## src/rtl/c_subset_lexer_unit_defines.svh

```systemverilog
// Assertion macros shared by the lexer RTL.
`ifndef C_SUBSET_LEXER_UNIT_DEFINES_SVH
`define C_SUBSET_LEXER_UNIT_DEFINES_SVH

`ifndef SYNTHESIS

`define CSL_ASSERT_IMP(label, ante, cons) \
    label: assert property (@(posedge clk) disable iff (!rst_n) (ante) |-> (cons)) \
        else $error("csl assertion failed");

`define CSL_ASSERT_NXT(label, ante, cons) \
    label: assert property (@(posedge clk) disable iff (!rst_n) (ante) |=> (cons)) \
        else $error("csl assertion failed");

`else

`define CSL_ASSERT_IMP(label, ante, cons)

`define CSL_ASSERT_NXT(label, ante, cons)

`endif

`endif

```

## src/rtl/csl_pkg.sv

```systemverilog
package csl_pkg;

    localparam int DEF_LENGTH_BITS = 8;
    localparam int DEF_COUNT_BITS  = 16;
    localparam int QDEPTH          = 4;

    localparam int KIND_W  = 4;
    localparam int LEN_W   = 8;
    localparam int KWI_W   = 2;
    localparam int TOTAL_W = 16;

    localparam logic [KIND_W-1:0] K_KEYWORD = 4'd0;
    localparam logic [KIND_W-1:0] K_IDENT   = 4'd1;
    localparam logic [KIND_W-1:0] K_INT     = 4'd2;
    localparam logic [KIND_W-1:0] K_FLOAT   = 4'd3;
    localparam logic [KIND_W-1:0] K_PLUS    = 4'd4;
    localparam logic [KIND_W-1:0] K_MINUS   = 4'd5;
    localparam logic [KIND_W-1:0] K_ASSIGN  = 4'd6;
    localparam logic [KIND_W-1:0] K_EQUAL   = 4'd7;
    localparam logic [KIND_W-1:0] K_STAR    = 4'd8;
    localparam logic [KIND_W-1:0] K_TOTAL   = 4'd9;

    localparam logic [7:0] CH_SLASH = 8'h2F;
    localparam logic [7:0] CH_STAR  = 8'h2A;
    localparam logic [7:0] CH_EQ    = 8'h3D;
    localparam logic [7:0] CH_UNDER = 8'h5F;
    localparam logic [7:0] CH_DOT   = 8'h2E;
    localparam logic [7:0] CH_PLUS  = 8'h2B;
    localparam logic [7:0] CH_MINUS = 8'h2D;
    localparam logic [7:0] CH_LF    = 8'h0A;
    localparam logic [7:0] CH_SPACE = 8'h20;

    typedef struct packed {
        logic [7:0] ch;
        logic       end_of_text;
    } csl_src_t;

    typedef struct packed {
        logic [KIND_W-1:0]  token_kind;
        logic [LEN_W-1:0]   token_length;
        logic [KWI_W-1:0]   keyword_index;
        logic [TOTAL_W-1:0] token_total;
        logic               last_of_run;
    } csl_res_t;

    typedef struct packed {
        csl_res_t res0;
        csl_res_t res1;
    } csl_entry_t;

    typedef struct packed {
        logic full;
        logic empty;
    } csl_qstat_t;

    function automatic logic [2:0] kw_len(input logic [1:0] k);
        logic [2:0] len;
        unique case (k)
            2'd0: len = 3'd3;
            2'd1: len = 3'd2;
            2'd2: len = 3'd4;
            2'd3: len = 3'd5;
            default: len = 3'd0;
        endcase
        return len;
    endfunction

    function automatic logic [7:0] kw_char(input logic [1:0] k, input logic [2:0] pos);
        logic [7:0] c;
        unique case ({k, pos})
            {2'd0, 3'd0}: c = 8'h69;
            {2'd0, 3'd1}: c = 8'h6E;
            {2'd0, 3'd2}: c = 8'h74;
            {2'd1, 3'd0}: c = 8'h69;
            {2'd1, 3'd1}: c = 8'h66;
            {2'd2, 3'd0}: c = 8'h65;
            {2'd2, 3'd1}: c = 8'h6C;
            {2'd2, 3'd2}: c = 8'h73;
            {2'd2, 3'd3}: c = 8'h65;
            {2'd3, 3'd0}: c = 8'h77;
            {2'd3, 3'd1}: c = 8'h68;
            {2'd3, 3'd2}: c = 8'h69;
            {2'd3, 3'd3}: c = 8'h6C;
            {2'd3, 3'd4}: c = 8'h65;
            default:      c = 8'h00;
        endcase
        return c;
    endfunction

endpackage

```

## src/rtl/c_subset_lexer_unit.sv

```systemverilog
// Streaming lexer for a small C subset: one source byte is taken per cycle
// and token records come out in source order, with a total record after each
// end-of-text item. A byte that ends a pending token can give two records; the
// output register drains one record per cycle while tok_stall is low, so such
// bytes fill the four-entry queue between the scanner and the output and the
// byte input stalls only once that queue is full. The records of an accepted
// byte are registered in the queue and then loaded into the output register.
// No clearing pass is needed after reset.
module c_subset_lexer_unit #(
    parameter int LENGTH_BITS = csl_pkg::DEF_LENGTH_BITS,
    parameter int COUNT_BITS  = csl_pkg::DEF_COUNT_BITS
) (
    input  logic              clk,
    input  logic              rst_n,
    input  logic              src_valid,
    output logic              src_stall,
    input  csl_pkg::csl_src_t src_item,
    output logic              tok_valid,
    input  logic              tok_stall,
    output csl_pkg::csl_res_t tok_item
);
    import csl_pkg::*;

    csl_qstat_t qstat;
    csl_entry_t push_entry;
    csl_entry_t head;
    logic       push;
    logic       pop;

    csl_front #(
        .LENGTH_BITS(LENGTH_BITS),
        .COUNT_BITS (COUNT_BITS)
    ) u_front (
        .clk       (clk),
        .rst_n     (rst_n),
        .src_valid (src_valid),
        .src_stall (src_stall),
        .src_item  (src_item),
        .qstat     (qstat),
        .push      (push),
        .push_entry(push_entry)
    );

    csl_queue u_queue (
        .clk       (clk),
        .rst_n     (rst_n),
        .push      (push),
        .push_entry(push_entry),
        .pop       (pop),
        .qstat     (qstat),
        .head      (head)
    );

    csl_back u_back (
        .clk      (clk),
        .rst_n    (rst_n),
        .qstat    (qstat),
        .head     (head),
        .pop      (pop),
        .tok_valid(tok_valid),
        .tok_stall(tok_stall),
        .tok_item (tok_item)
    );

endmodule

```

## src/rtl/csl_queue.sv

```systemverilog
`include "c_subset_lexer_unit_defines.svh"

module csl_queue (
    input  logic                clk,
    input  logic                rst_n,
    input  logic                push,
    input  csl_pkg::csl_entry_t push_entry,
    input  logic                pop,
    output csl_pkg::csl_qstat_t qstat,
    output csl_pkg::csl_entry_t head
);
    import csl_pkg::*;

    localparam int PTR_W = (QDEPTH > 1) ? $clog2(QDEPTH) : 1;
    localparam int CNT_W = $clog2(QDEPTH + 1);

    csl_entry_t             entry_reg [QDEPTH];
    logic [PTR_W-1:0]       wr_ptr_reg, wr_ptr_next;
    logic [PTR_W-1:0]       rd_ptr_reg, rd_ptr_next;
    logic [CNT_W-1:0]       count_reg, count_next;

    always_comb
    begin
        wr_ptr_next = wr_ptr_reg;
        rd_ptr_next = rd_ptr_reg;
        count_next  = count_reg;
        if (push)
        begin
            wr_ptr_next = (wr_ptr_reg == PTR_W'(QDEPTH - 1)) ? '0 : wr_ptr_reg + 1'b1;
        end
        if (pop)
        begin
            rd_ptr_next = (rd_ptr_reg == PTR_W'(QDEPTH - 1)) ? '0 : rd_ptr_reg + 1'b1;
        end
        if (push && !pop)
        begin
            count_next = count_reg + 1'b1;
        end
        else if (pop && !push)
        begin
            count_next = count_reg - 1'b1;
        end
    end

    always_ff @(posedge clk or negedge rst_n)
    begin
        if (!rst_n)
        begin
            wr_ptr_reg <= '0;
            rd_ptr_reg <= '0;
            count_reg  <= '0;
        end
        else
        begin
            wr_ptr_reg <= wr_ptr_next;
            rd_ptr_reg <= rd_ptr_next;
            count_reg  <= count_next;
        end
    end

    always_ff @(posedge clk)
    begin
        if (push)
        begin
            entry_reg[wr_ptr_reg] <= push_entry;
        end
    end

    assign qstat.full  = (count_reg == CNT_W'(QDEPTH));
    assign qstat.empty = (count_reg == '0);
    assign head        = entry_reg[rd_ptr_reg];

    `CSL_ASSERT_IMP(a_no_push_full, push, !qstat.full)
    `CSL_ASSERT_IMP(a_no_pop_empty, pop, !qstat.empty)
    `CSL_ASSERT_IMP(a_count_range, 1'b1, count_reg <= CNT_W'(QDEPTH))

endmodule

```

## src/rtl/csl_front.sv

```systemverilog
`include "c_subset_lexer_unit_defines.svh"

module csl_front #(
    parameter int LENGTH_BITS = csl_pkg::DEF_LENGTH_BITS,
    parameter int COUNT_BITS  = csl_pkg::DEF_COUNT_BITS
) (
    input  logic                clk,
    input  logic                rst_n,
    input  logic                src_valid,
    output logic                src_stall,
    input  csl_pkg::csl_src_t   src_item,
    input  csl_pkg::csl_qstat_t qstat,
    output logic                push,
    output csl_pkg::csl_entry_t push_entry
);
    import csl_pkg::*;

    localparam logic [2:0] M_IDLE   = 3'd0;
    localparam logic [2:0] M_SLASH  = 3'd1;
    localparam logic [2:0] M_LINE   = 3'd2;
    localparam logic [2:0] M_BLOCK  = 3'd3;
    localparam logic [2:0] M_BSTAR  = 3'd4;
    localparam logic [2:0] M_IDENT  = 3'd5;
    localparam logic [2:0] M_NUMBER = 3'd6;
    localparam logic [2:0] M_ASSIGN = 3'd7;

    localparam logic [LENGTH_BITS-1:0] RUN_MAX   = '1;
    localparam logic [COUNT_BITS-1:0]  TALLY_MAX = '1;

    logic [2:0]             mode_reg, mode_next;
    logic [LENGTH_BITS-1:0] run_reg, run_next;
    logic [3:0]             cand_reg, cand_next;
    logic                   float_reg, float_next;
    logic [COUNT_BITS-1:0]  tally_reg, tally_next;

    logic                   accept;
    logic [7:0]             ch;
    logic                   eot;
    logic                   is_space, is_alpha, is_digit, is_word;
    logic [LENGTH_BITS-1:0] run_ext;
    logic [3:0]             cand_first, cand_cont;

    logic                   f_valid;
    logic                   f_used;
    csl_res_t               f_res;
    logic [2:0]             idl_mode;
    logic                   idl_valid;
    logic [KIND_W-1:0]      idl_kind;
    logic [LENGTH_BITS-1:0] idl_run;
    logic [3:0]             idl_cand;
    logic                   idl_float;

    logic                   use_fi;
    logic                   s_valid;
    csl_res_t               s_res;
    logic [1:0]             tok_cnt;
    logic [COUNT_BITS:0]    tally_sum;
    logic [COUNT_BITS-1:0]  tally_sat;

    assign ch        = src_item.ch;
    assign eot       = src_item.end_of_text;
    assign src_stall = qstat.full;
    assign accept    = src_valid && !qstat.full;

    assign is_space = (ch == CH_SPACE) || (ch >= 8'd9 && ch <= 8'd13);
    assign is_alpha = (ch >= 8'h41 && ch <= 8'h5A) || (ch >= 8'h61 && ch <= 8'h7A);
    assign is_digit = (ch >= 8'h30 && ch <= 8'h39);
    assign is_word  = is_alpha || is_digit || (ch == CH_UNDER);
    assign run_ext  = (run_reg == RUN_MAX) ? run_reg : run_reg + 1'b1;

    always_comb
    begin
        for (int k = 0; k < 4; k++)
        begin
            cand_first[k] = (kw_char(2'(k), 3'd0) == ch);
            cand_cont[k]  = (run_reg < LENGTH_BITS'(kw_len(2'(k))))
                            && (kw_char(2'(k), run_reg[2:0]) == ch);
        end
    end

    // pending token flush
    always_comb
    begin
        f_valid             = 1'b0;
        f_res               = '0;
        f_res.token_length  = LEN_W'(run_reg);
        unique case (mode_reg)
            M_IDENT:
            begin
                f_valid          = 1'b1;
                f_res.token_kind = K_IDENT;
                for (int k = 0; k < 4; k++)
                begin
                    if (cand_reg[k] && run_reg == LENGTH_BITS'(kw_len(2'(k))))
                    begin
                        f_res.token_kind    = K_KEYWORD;
                        f_res.keyword_index = 2'(k);
                    end
                end
            end
            M_NUMBER:
            begin
                f_valid          = 1'b1;
                f_res.token_kind = float_reg ? K_FLOAT : K_INT;
            end
            M_ASSIGN:
            begin
                f_valid            = 1'b1;
                f_res.token_kind   = K_ASSIGN;
                f_res.token_length = LEN_W'(1);
            end
            default:
            begin
                f_valid = 1'b0;
            end
        endcase
    end

    // byte seen from the idle mode
    always_comb
    begin
        idl_mode  = M_IDLE;
        idl_valid = 1'b0;
        idl_kind  = K_PLUS;
        idl_run   = run_reg;
        idl_cand  = cand_reg;
        idl_float = float_reg;
        priority if (is_space)
        begin
            idl_mode = M_IDLE;
        end
        else if (ch == CH_SLASH)
        begin
            idl_mode = M_SLASH;
        end
        else if (is_alpha || ch == CH_UNDER)
        begin
            idl_mode = M_IDENT;
            idl_run  = LENGTH_BITS'(1);
            idl_cand = cand_first;
        end
        else if (is_digit)
        begin
            idl_mode  = M_NUMBER;
            idl_run   = LENGTH_BITS'(1);
            idl_float = 1'b0;
        end
        else if (ch == CH_PLUS)
        begin
            idl_valid = 1'b1;
            idl_kind  = K_PLUS;
        end
        else if (ch == CH_MINUS)
        begin
            idl_valid = 1'b1;
            idl_kind  = K_MINUS;
        end
        else if (ch == CH_STAR)
        begin
            idl_valid = 1'b1;
            idl_kind  = K_STAR;
        end
        else if (ch == CH_EQ)
        begin
            idl_mode = M_ASSIGN;
        end
    end

    always_comb
    begin
        mode_next  = mode_reg;
        run_next   = run_reg;
        cand_next  = cand_reg;
        float_next = float_reg;
        use_fi     = 1'b0;
        s_valid    = 1'b0;
        s_res      = '0;

        unique case (mode_reg)
            M_LINE:
            begin
                if (ch == CH_LF)
                begin
                    mode_next = M_IDLE;
                end
            end
            M_BLOCK:
            begin
                if (ch == CH_STAR)
                begin
                    mode_next = M_BSTAR;
                end
            end
            M_BSTAR:
            begin
                if (ch == CH_SLASH)
                begin
                    mode_next = M_IDLE;
                end
                else if (ch != CH_STAR)
                begin
                    mode_next = M_BLOCK;
                end
            end
            M_SLASH:
            begin
                if (ch == CH_SLASH)
                begin
                    mode_next = M_LINE;
                end
                else if (ch == CH_STAR)
                begin
                    mode_next = M_BLOCK;
                end
                else
                begin
                    use_fi = 1'b1;
                end
            end
            M_IDENT:
            begin
                if (is_word)
                begin
                    cand_next = cand_reg & cand_cont;
                    run_next  = run_ext;
                end
                else
                begin
                    use_fi = 1'b1;
                end
            end
            M_NUMBER:
            begin
                if (is_digit || ch == CH_DOT)
                begin
                    float_next = float_reg || (ch == CH_DOT);
                    run_next   = run_ext;
                end
                else
                begin
                    use_fi = 1'b1;
                end
            end
            M_ASSIGN:
            begin
                if (ch == CH_EQ)
                begin
                    s_valid            = 1'b1;
                    s_res.token_kind   = K_EQUAL;
                    s_res.token_length = LEN_W'(2);
                    mode_next          = M_IDLE;
                end
                else
                begin
                    use_fi = 1'b1;
                end
            end
            default:
            begin
                use_fi = 1'b1;
            end
        endcase

        if (use_fi)
        begin
            mode_next          = idl_mode;
            run_next           = idl_run;
            cand_next          = idl_cand;
            float_next         = idl_float;
            s_valid            = idl_valid;
            s_res              = '0;
            s_res.token_kind   = idl_kind;
            s_res.token_length = LEN_W'(1);
        end

        if (eot)
        begin
            s_valid = 1'b1;
        end

        tok_cnt = 2'(f_used) + 2'(s_valid && !eot);
        tally_sum  = {1'b0, tally_reg} + (COUNT_BITS + 1)'(tok_cnt);
        tally_sat  = (tally_sum > {1'b0, TALLY_MAX}) ? TALLY_MAX : tally_sum[COUNT_BITS-1:0];
        tally_next = tally_sat;

        if (eot)
        begin
            s_res             = '0;
            s_res.token_kind  = K_TOTAL;
            s_res.token_total = TOTAL_W'(tally_sat);
            mode_next         = M_IDLE;
            run_next          = '0;
            cand_next         = '0;
            float_next        = 1'b0;
            tally_next        = '0;
        end
    end

    assign f_used = f_valid && (eot || use_fi);

    always_comb
    begin
        push_entry                  = '0;
        push_entry.res0             = f_used ? f_res : s_res;
        push_entry.res0.last_of_run = !(f_used && s_valid);
        push_entry.res1             = s_res;
        push_entry.res1.last_of_run = 1'b1;
    end

    assign push = accept && (f_used || s_valid);

    always_ff @(posedge clk or negedge rst_n)
    begin
        if (!rst_n)
        begin
            mode_reg  <= M_IDLE;
            run_reg   <= '0;
            cand_reg  <= '0;
            float_reg <= 1'b0;
            tally_reg <= '0;
        end
        else if (accept)
        begin
            mode_reg  <= mode_next;
            run_reg   <= run_next;
            cand_reg  <= cand_next;
            float_reg <= float_next;
            tally_reg <= tally_next;
        end
    end

    `CSL_ASSERT_NXT(a_eot_clears, accept && eot, mode_reg == M_IDLE && tally_reg == '0)
    `CSL_ASSERT_IMP(a_eot_pushes, accept && eot, push)

endmodule

```

## src/rtl/csl_back.sv

```systemverilog
`include "c_subset_lexer_unit_defines.svh"

module csl_back (
    input  logic                clk,
    input  logic                rst_n,
    input  csl_pkg::csl_qstat_t qstat,
    input  csl_pkg::csl_entry_t head,
    output logic                pop,
    output logic                tok_valid,
    input  logic                tok_stall,
    output csl_pkg::csl_res_t   tok_item
);
    import csl_pkg::*;

    logic     valid_reg, valid_next;
    logic     sel_reg, sel_next;
    csl_res_t item_reg;
    csl_res_t pick;
    logic     load;

    assign pick = sel_reg ? head.res1 : head.res0;
    assign load = !qstat.empty && (!valid_reg || !tok_stall);
    assign pop  = load && pick.last_of_run;

    always_comb
    begin
        valid_next = valid_reg;
        sel_next   = sel_reg;
        if (load)
        begin
            valid_next = 1'b1;
            sel_next   = !pick.last_of_run;
        end
        else if (!tok_stall)
        begin
            valid_next = 1'b0;
        end
    end

    always_ff @(posedge clk or negedge rst_n)
    begin
        if (!rst_n)
        begin
            valid_reg <= 1'b0;
            sel_reg   <= 1'b0;
        end
        else
        begin
            valid_reg <= valid_next;
            sel_reg   <= sel_next;
        end
    end

    always_ff @(posedge clk)
    begin
        if (load)
        begin
            item_reg <= pick;
        end
    end

    assign tok_valid = valid_reg;
    assign tok_item  = item_reg;

    `CSL_ASSERT_IMP(a_sel_has_head, sel_reg, !qstat.empty)

endmodule

```

## config.mk

```make
export PLATFORM = sky130hd
export DESIGN_NAME = c_subset_lexer_unit
export DESIGN_NICKNAME = d
export VERILOG_FILES = /design/src/rtl/csl_pkg.sv /design/src/rtl/c_subset_lexer_unit.sv /design/src/rtl/csl_queue.sv /design/src/rtl/csl_front.sv /design/src/rtl/csl_back.sv
export VERILOG_INCLUDE_DIRS = /design/src /design/src/rtl
export SDC_FILE = /design/constraint.sdc
export NUM_CORES = 1
export LEC_CHECK = 0
export ABC_CLOCK_PERIOD_IN_PS = 5100
export BUFFER_PORTS_ARGS = -buffer_cell sky130_fd_sc_hd__clkbuf_2
export CAP_MARGIN = 10
export CORE_MARGIN = 2
export CORE_UTILIZATION = 55
export DETAILED_ROUTE_END_ITERATION = 6
export GPL_ROUTABILITY_DRIVEN = 0
export PLACE_DENSITY_LB_ADDON = 0.08
export SLEW_MARGIN = 20
export SYNTH_ARGS = -nofsm -noshare
export SYNTH_HDL_FRONTEND = slang
export SYNTH_SLANG_ARGS = --single-unit
```

## constraint.sdc

```tcl
create_clock -name clk -period 5.1 [get_ports clk]
set_input_delay 0.51 -clock clk [delete_from_list [all_inputs] [get_ports clk]]
set_output_delay 0.51 -clock clk [all_outputs]
set_load 0.1 [all_outputs]
```

Word level (Yosys, flattened, before mapping)

Memories as Yosys holds them, arrays and structs flattened.
Index checks and enable logic that the tools add are counted.

$add $sub $neg: 7
Magnitude comparators: 13
Equality and inequality tests: 50
Mux-type cells: 103
Bitwise operators: 1
Reductions and logical operators: 56

Operator list:

| cell                 | count |
|---|---|
| $mux 31              | 4 |
| $mux 8               | 10 |
| $mux 3               | 23 |
| $eq 8x6->1 const B   | 7 |
| $mux 4               | 14 |
| $pmux 7 s3           | 2 |
| $mux 1               | 35 |
| $pmux 7 s5           | 1 |
| $eq 7x8->1           | 4 |
| $eq 8x3->1           | 4 |
| $mux 16              | 2 |
| $eq 7x8->1 const A   | 3 |
| $logic_and 1x1->1    | 21 |
| $reduce_and 7->1     | 3 |
| $ne 4x2->1 const B   | 5 |
| $eq 3x3->1 const B   | 6 |
| $add 16x2->17        | 1 |
| $gt 17x16->1 const B | 1 |
| $ge 8x7->1 const B   | 2 |
| $le 8x7->1 const B   | 2 |
| $lt 8x2->1 const B   | 2 |
| $lt 8x3->1 const B   | 2 |
| $pmux 8 s2           | 1 |
| $pmux 3 s5           | 1 |
| other kinds (38)     | 74 |

Flip-flop bits (word level): 72
Memory bits (writable): 244
Input port bits: 13
Output and inout port bits: 33
Word-level logic and storage cells: 246
Memories kept: 1

Memories:

| name              | depth | width | read ports | clocked after memory_dff | wr ports | line            | source |
|---|---|---|---|---|---|---|---|
| u_queue.entry_reg | 4     | 61    | 1          | 0                        | 1        | csl_queue.sv:17 | `csl_entry_t entry_reg [QDEPTH];` |

Logic depth before layout (Yosys ltp)

Gate-level depths: netlist (run 1).

Word-level depth: 17
Depth in mapped cells: 22
Depth with buffers taken out: 17

Hierarchy

A second synthesis (run 1) with hierarchy kept.

Cells, all modules: 937
Area, all modules: 14526.4 sq um

By module, submodules not included:

| module    | times used | cells each | area an instance (sq um) | seq. area each (sq um) |
|---|---|---|---|---|
| csl_queue | 1          | 361        | 9436.6                   | 7622.3 |
| csl_front | 1          | 499        | 3533.4                   | 800.8 |
| csl_back  | 1          | 77         | 1556.5                   | 980.9 |

Least setup slack after synthesis (run 1)

No wires, ideal clock.

Path kind: reg2reg
Start: register u_queue.count_reg[0]
End: memory u_queue.entry_reg[0][0] (netlist name) (enable)
Library setup time: 0.494 ns
Arrival time: 4.149 ns
Data required time: 4.606 ns
Slack: 0.457 ns
Stages on the path, launching flop included: 5
Path buffers: 0
Period minus slack after synthesis: 4.643 ns
Cell sequence: dfrtp_1 -> nor3b_1 -> nor2b_1 -> o31a_4 -> and2_1

Longest elaborated chain between the ends: 6

RTL lines:

| item                         | line                      | source |
|---|---|---|
| from (decl)                  | csl_queue.sv:20           | `logic [CNT_W-1:0] count_reg, count_next;` |
| from (signal assigned)       | csl_queue.sv:57           | `count_reg <= count_next;` |
| $eq 3x3->1                   | csl_queue.sv:69           | `assign qstat.full = (count_reg == CNT_W'(QDEPTH));` |
| named net src_stall          | c_subset_lexer_unit.sv:16 | `output logic src_stall,` |
| $logic_not 1->1              | csl_front.sv:63           | `assign accept = src_valid && !qstat.full;` |
| $logic_and 1x1->1            | csl_front.sv:63           |  |
| $logic_and 1x1->1            | csl_front.sv:310          | `assign push = accept && (f_used \|\| s_valid);` |
| named net push               | c_subset_lexer_unit.sv:27 | `logic push;` |
| $mux 1                       | csl_queue.sv:63           | `if (push)` |
| $mux 1 (not written as such) | csl_queue.sv:65           | `entry_reg[wr_ptr_reg] <= push_entry;` |
| to (decl)                    | csl_queue.sv:17           |  |

The timed path passes the listed nets, and every way through them passes these cells.

==> results of run 1 <==
power by group through the flow:
| stage | Sequential, mW | Combinational (mW) | Clock [mW] |
|---|---|---|---|
| 2_1_floorplan | 4.09 | 1.53 | 0 |
| 3_3_place_gp | 3.23 | 2.94 | 0 |
| 3_5_place_dp | 3.26 | 2.97 | 0 |
| 4_1_cts | 3.21 | 2.99 | 1.93 |
| 5_1_grt | 3.25 | 3.16 | 2.02 |
| 6_report | 3.21 | 2.97 | 1.90 |
area by class of cell:
type	instances	area, µm²
clock buffer	41	801
clock inverter	11	52.6
fill	1671	8630
inverter	16	60.1
multi-input combinational	504	4210
sequential	280	8210
tap	285	357
timing repair buffer	58	323
worst paths after layout:
check / slack, ps / from / cells after the start / endpoint
setup / recovery: 590 / u_front.mode_reg[1]$_DFFE_PN0P_ / 16 / u_queue.entry_reg[0][9]$_DFFE_PP_
hold / removal: 30 / rst_n / 2 / u_queue.wr_ptr_reg[1]$_DFFE_PN0P_
setup reg to reg: 590 / u_front.mode_reg[1]$_DFFE_PN0P_ / 16 / u_queue.entry_reg[0][9]$_DFFE_PP_
hold reg to reg: 540 / u_queue.count_reg[2]$_DFFE_PN0P_ / 1 / u_queue.count_reg[2]$_DFFE_PN0P_
max in group asynchronous: 4550 / rst_n / 2 / u_queue.rd_ptr_reg[0]$_DFFE_PN0P_
min in group clk: 220 / tok_stall / 3 / u_back.tok_valid$_DFFE_PN0P_
kinds of logic (layout without fill, tap and decap cells):
group	after synthesis	count (layout)	synth area share (%)
XOR/XNOR	16	16	1.11
buffers and inverters	68	126	2.22
flip-flops	280	280	64.8
multiplexers	91	91	12.7
AND/OR/NAND/NOR	238	238	9.71
adder cells (fa/ha/maj)	14	14	1.44
AO/OA/AOI/OAI	145	145	8.09
repair_timing:
| action | CTS | global route |
|---|---|---|
| endpoints found under the setup margin | 0 | 36 |
| setup buffers | 0 | 0 |
| resized for setup | 0 | 2 |
metrics by stage:
stage                     setup WS [ps]  power (mW)
after global placement              387        6.17
after CTS                           466        8.13
after floorplan                     457        5.62
after detailed placement            129        6.23
final                               591        8.08
after global routing                141        8.44
layout by cell type, fill, tap and decap left out, types with 4 or more instances in the layout:
master and n:
nor3b_1 4, a22oi_1 6, nand3_1 28, clkbuf_1 9, xnor2_1 8, clkbuf_2 45
mux2i_1 10, mux2_2 26, and2_4 4, ha_1 13, mux4_2 52, nor2b_1 15
clkbuf_16 29, dfrtp_1 38, inv_1 15, buf_4 13, nor2_1 59, or2_2 5
edfxtp_1 239, and3_1 16, xor2_1 8, nor4_1 8, o21ai_2 4, or3_1 5
clkinv_2 5, nor3_1 25, nand2b_1 8, o21ai_0 22, o31ai_1 6, clkinv_1 6
o2bb2ai_1 5, and2_1 6, a31oi_1 11, a21oi_1 42, a211oi_1 6, nand2_1 39
metal layers:
| metal | wire, µm | track usage, % | vias up |
|---|---|---|---|
| li1 | - | - | 3413 |
| met4 | 590 | 6.25 | 0 |
| met3 | 1420 | 2.86 | 44 |
| met2 | 12600 | 37.2 | 268 |
| met1 | 12400 | 34.1 | 3854 |
| met5 | 0 | 0 | - |
==> results.cfg, run 1 <==
[timing]
setup_viol = 0
final_hold_viol_count = 0
period_needed_ps = 4510
hold_slack_ps = 33.6
fmax_ghz = 0.222
rsz0062_at_grt = false
slew_viol_final = 0
worst_pin_slew_ps = 926
setup_tns_ps = 0
max_slew_margin_pct = 38.3
min_period_over_period_pct = 88.4
clock-skew-final_ps = 23.1

[status]
status = finished, final reports clean

[power]
vdd_drop_max_mv = 0.453
p_leak_nw = 4.80
p_int_mw = 4.99
combPwrFrac_pct = 36.7
p_per_area_mw_per_mm2 = 576
power_frac_seq_pct = 39.7
switching_share_pct = 38.3
switchingPower_mw = 3.09
p_clk_share_pct = 23.6

[global_route]
track_usage_pct = 23.2
grt_pass1_wl_um = 43400
antenna_found_initial = 0
grt_overflow = 0
grt_max_degree = 54
grt_pass1_vias = 7760

[routing]
dr.pass1.iters = 5
initialDrtViolationCount = 630
wl_per_cell_um = 22.7
drc = 0
drt-total-wl_um = 27100
num_vias = 7579
drtAntennaViolNets = 0
via_per_inst = 6.34

[flow_run]
max-cap-violations = 0

[cts]
root_buffer = clkbuf_16
cts_max_level = 1
clock_latency_ps = 540
cts_buffers = 28
clk_path_buf_depth = 3
cts_num_sinks = 280
ctsHoldBuffers = 0
cts_tree = yes
path_clk_slew_ps = 70

[yosys]
synthArstFlopShare_pct = 14.6
yosysTopAreaCellShare_pct = 56.7
syn_area_mm2 = 0.0127
synth_flop_cell = edfxtp_1
synth_nets = 879
synth_seq_cells = 280
ys_types = 76
yosys.area.top_type = edfxtp_1
ys_top_cells_by_area = edfxtp_1, mux4_2, dfrtp_1
yosysSeqAreaShare_pct = 64.8
synthesis.area_per_instance_um2 = 14.9
ys_top_cells_by_count = edfxtp_1, nor2_1, mux4_2
synth_enable_flop_cells = 239
synth_cells = 852
yosysWarnings = 0
synth_most_common_cell = edfxtp_1

[finish]
fin_area_mm2 = 0.0140
antenna_cells = 0
largest_register_ffs = 208
stdcell_count = 1195
drive_gt1_share_pct = 23.1
syn2layout_area_growth_pct = 10.6
nets = 915
fin_util_pct = 61.9

[floorplan]
num_rows = 55
io_pins = 46
die_area_mm2 = 0.0243
chipWidth_um = 156
die_y_um = 156
core_area_mm2 = 0.0226
initial_utilization_pct = 55.9

[placed_design]
dpl_cell_area_mm2 = 0.0132
dp_cells = 1143
io_buffers = 45
post-dp-hpwl_um = 16300

[worst_setup_path]
cp_slowest_cell = dfrtp_1
critical_path_class = flip-flop to flip-flop
crit_buf_inv = 0
cp_cell_sequence = and3b_1 -> nor2_1 -> a211oi_1 -> nor3_2 -> nor2_1 -> xor2_1 -> ha_1 -> a21o_1 -> ha_1 -> and3_1 -> and3_1 -> and3_1 -> nand3_2 -> nand4_1 -> mux2i_1 -> nor3_1
max_stage_delay_ps = 550
endpoint_kind = flip-flop
setup.worst_path.start_class = flip-flop
required_ps = 5380
crit_top_cell = and3_1
crit_arrival_ps = 4790
cp_top_family = simple AND/OR/NAND/NOR gates
crit_fanout = 12

[min_path]
hp-class = primary input to asynchronous set/reset pin
Power figures use the tool's default switching activity.
==> run 2: changes to the inputs <==
--- a/config.mk
+++ b/config.mk
@@ -6,7 +6,7 @@
 export SDC_FILE = /design/constraint.sdc
 export NUM_CORES = 1
 export LEC_CHECK = 0
-export ABC_CLOCK_PERIOD_IN_PS = 5100
+export ABC_CLOCK_PERIOD_IN_PS = 5700
 export BUFFER_PORTS_ARGS = -buffer_cell sky130_fd_sc_hd__clkbuf_2
 export CAP_MARGIN = 10
 export CORE_MARGIN = 2
==> constraint.sdc (replaced) <==
create_clock -name clk -period 5.7 [get_ports clk]
set_input_delay 0.57 -clock clk [delete_from_list [all_inputs] [get_ports clk]]
set_output_delay 0.57 -clock clk [all_outputs]
set_load 0.1 [all_outputs]
==> run 2 against run 1 <==
Net effect:
- flip-flop and latch count did not move
- sequential share of layout area down 0.32 points
- first-iteration DRC count grew 47%
- cell count down 0.25%
- register-to-register slack got worse by 20 ps
- clock power barely moved
- cell area grew 0.54%
- clock-buffer cell count is 8 lower
- fmax shrank 12%
- non-clock buffer count fell by 3
- via count fell by 0.24%
- largest power group unchanged
- highest routed layer unchanged
==> results.cfg, run 2 (synthesized netlist as in run 1, its figures left out) <==
[timing]
max_slew_margin_pct = 34.3
clock-skew-final_ps = 15.5
hold_slack_ps = 108
setup_viol = 0
worst_pin_slew_ps = 982
final_hold_viol_count = 0
slew_viol_final = 0
rsz0062_at_grt = false
period_needed_ps = 5130
min_period_over_period_pct = 90.0
setup_tns_ps = 0
fmax_ghz = 0.195

[cts]
clk_path_buf_depth = 3
postCtsSetupBuffers = 0
clock_latency_ps = 540
path_clk_slew_ps = 60
cts_tree = yes
ctsHoldBuffers = 0
cts_num_sinks = 280
cts_buffers = 28
post_cts_resize_count = 0
root_buffer = clkbuf_16
cts_max_level = 1

[floorplan]
die_area_mm2 = 0.0243
chipWidth_um = 156
num_rows = 55
die_y_um = 156
io_pins = 46
initial_utilization_pct = 55.9
core_area_mm2 = 0.0226

[finish]
stdcell_count = 1192
largest_register_ffs = 208
fillers = 1656
antenna_cells = 0
mostFrequentLayoutCell = edfxtp_1
syn2layout_area_growth_pct = 11.2
nets = 912
drive_gt1_share_pct = 23.5
final_cell_mix = edfxtp_1, nor2_1, mux4_2, clkbuf_2, a21oi_1

[routing]
initialDrtViolationCount = 927
num_vias = 7561
dr.pass1.iters = 5
drt-total-wl_um = 27400
drtAntennaViolNets = 0
via_per_inst = 6.34
drc = 0
wl_per_cell_um = 23.0

[power]
p_clk_share_pct = 25.5
switchingPower_mw = 2.81
p_per_area_mw_per_mm2 = 526
vdd_drop_max_mv = 0.282
switching_share_pct = 37.9
combPwrFrac_pct = 35.9
power_frac_seq_pct = 38.6
p_total_mw = 7.41
p_int_mw = 4.60
p_leak_nw = 4.83

[worst_setup_path]
crit_buf_inv = 0
critical_path_class = flip-flop to flip-flop
cp_slowest_cell = dfrtp_1
max_stage_delay_ps = 680
crit_fanout = 14
crit_top_cell = and3_1
cp_top_family = simple AND/OR/NAND/NOR gates
endpoint_kind = flip-flop
crit_arrival_ps = 5420
cp_cell_sequence = and3b_1 -> nor2_1 -> a211oi_1 -> nor3_2 -> nor2_1 -> xor2_1 -> ha_1 -> a21o_1 -> ha_1 -> and3_1 -> and3_1 -> and3_1 -> nand3_1 -> nand4_1 -> mux2i_1 -> nor3_1
setup.worst_path.start_class = flip-flop
required_ps = 5990

[placed_design]
dp_cells = 1140
io_buffers = 45
post-dp-hpwl_um = 16400

[global_route]
grt_max_degree = 54
antenna_found_initial = 0
grt_pass1_wl_um = 43500
grt_overflow = 0
grt_pass1_vias = 7614
track_usage_pct = 23.2

[min_path]
hp-class = primary input to asynchronous set/reset pin

[status]
status = finished, final reports clean

[flow_run]
max-cap-violations = 0
## run 2: cell types whose count changed in the layout (fill, tap and decap cells not counted), moves of 2 or more
| cell | previous run | this run |
|---|---|---|
| clkinvlp_4 | 0 | 2 |
| buf_4 | 13 | 10 |
| clkinv_1 | 6 | 3 |
| clkbuf_8 | 3 | 0 |
| clkbuf_1 | 9 | 4 |
| bufinv_16 | 0 | 4 |
| clkinv_2 | 5 | 8 |
## run 2: power by group through the flow
stage	registers [mW]	clock network, mW	logic [mW]
after CTS	2.86	1.91	2.68
after global routing	2.90	2.00	2.83
after detailed placement	2.90	0	2.66
after global placement	2.88	0	2.62
after floorplan	3.66	0	1.37
final	2.86	1.89	2.66
## run 2: cell type report
type	count	area (µm²)	share of cell area, %
Clock buffer	33	741	5.26
Clock inverter	19	216	1.54
Inverter	16	60.1	0.426
Multi-Input combinational cell	504	4200	29.8
Sequential cell	280	8210	58.3
Tap cell	285	357	2.53
Timing Repair Buffer	55	300	2.13
## run 2: worst register-to-register path: cells and delay by family, from the launching register on
family,cells,cell delay [ps]
fa+ha+maj,2,400
mux,1,110
compound gates,2,560
flops,1,680
simple gates,10,2950
xor+xnor,1,200
## run 2: stage by stage
stage	instance area [µm²]	util, %	setup WS (ps)
floorplan	12700	-	1060
global placement	13100	58.0	694
detailed placement	13100	58.0	461
CTS	14100	62.2	737
global route	14100	62.2	176
finish	14100	62.2	570
## run 2: metal layers
| layer | global-route usage [%] | vias to the layer above | routed length, µm |
|---|---|---|---|
| met2 | 37.0 | 318 | 12900 |
| li1 | - | 3402 | - |
| met3 | 3.33 | 51 | 1850 |
| met1 | 34.2 | 3790 | 12100 |
| met4 | 5.77 | 0 | 490 |
| met5 | 0 | - | 0 |
## run 2: worst paths after layout
kind	cells past startpoint	start	end	slack, ps
max	16	u_front.mode_reg[0]$_DFFE_PN0P_	u_queue.entry_reg[2][9]$_DFFE_PP_	570
min	2	rst_n	u_queue.wr_ptr_reg[0]$_DFFE_PN0P_	110
max reg2reg	16	u_front.mode_reg[0]$_DFFE_PN0P_	u_queue.entry_reg[2][9]$_DFFE_PP_	570
min reg2reg	1	u_queue.count_reg[2]$_DFFE_PN0P_	u_queue.count_reg[2]$_DFFE_PN0P_	520
max in group asynchronous	2	rst_n	u_queue.rd_ptr_reg[0]$_DFFE_PN0P_	5120
min in group clk	3	tok_stall	u_back.tok_valid$_DFFE_PN0P_	300
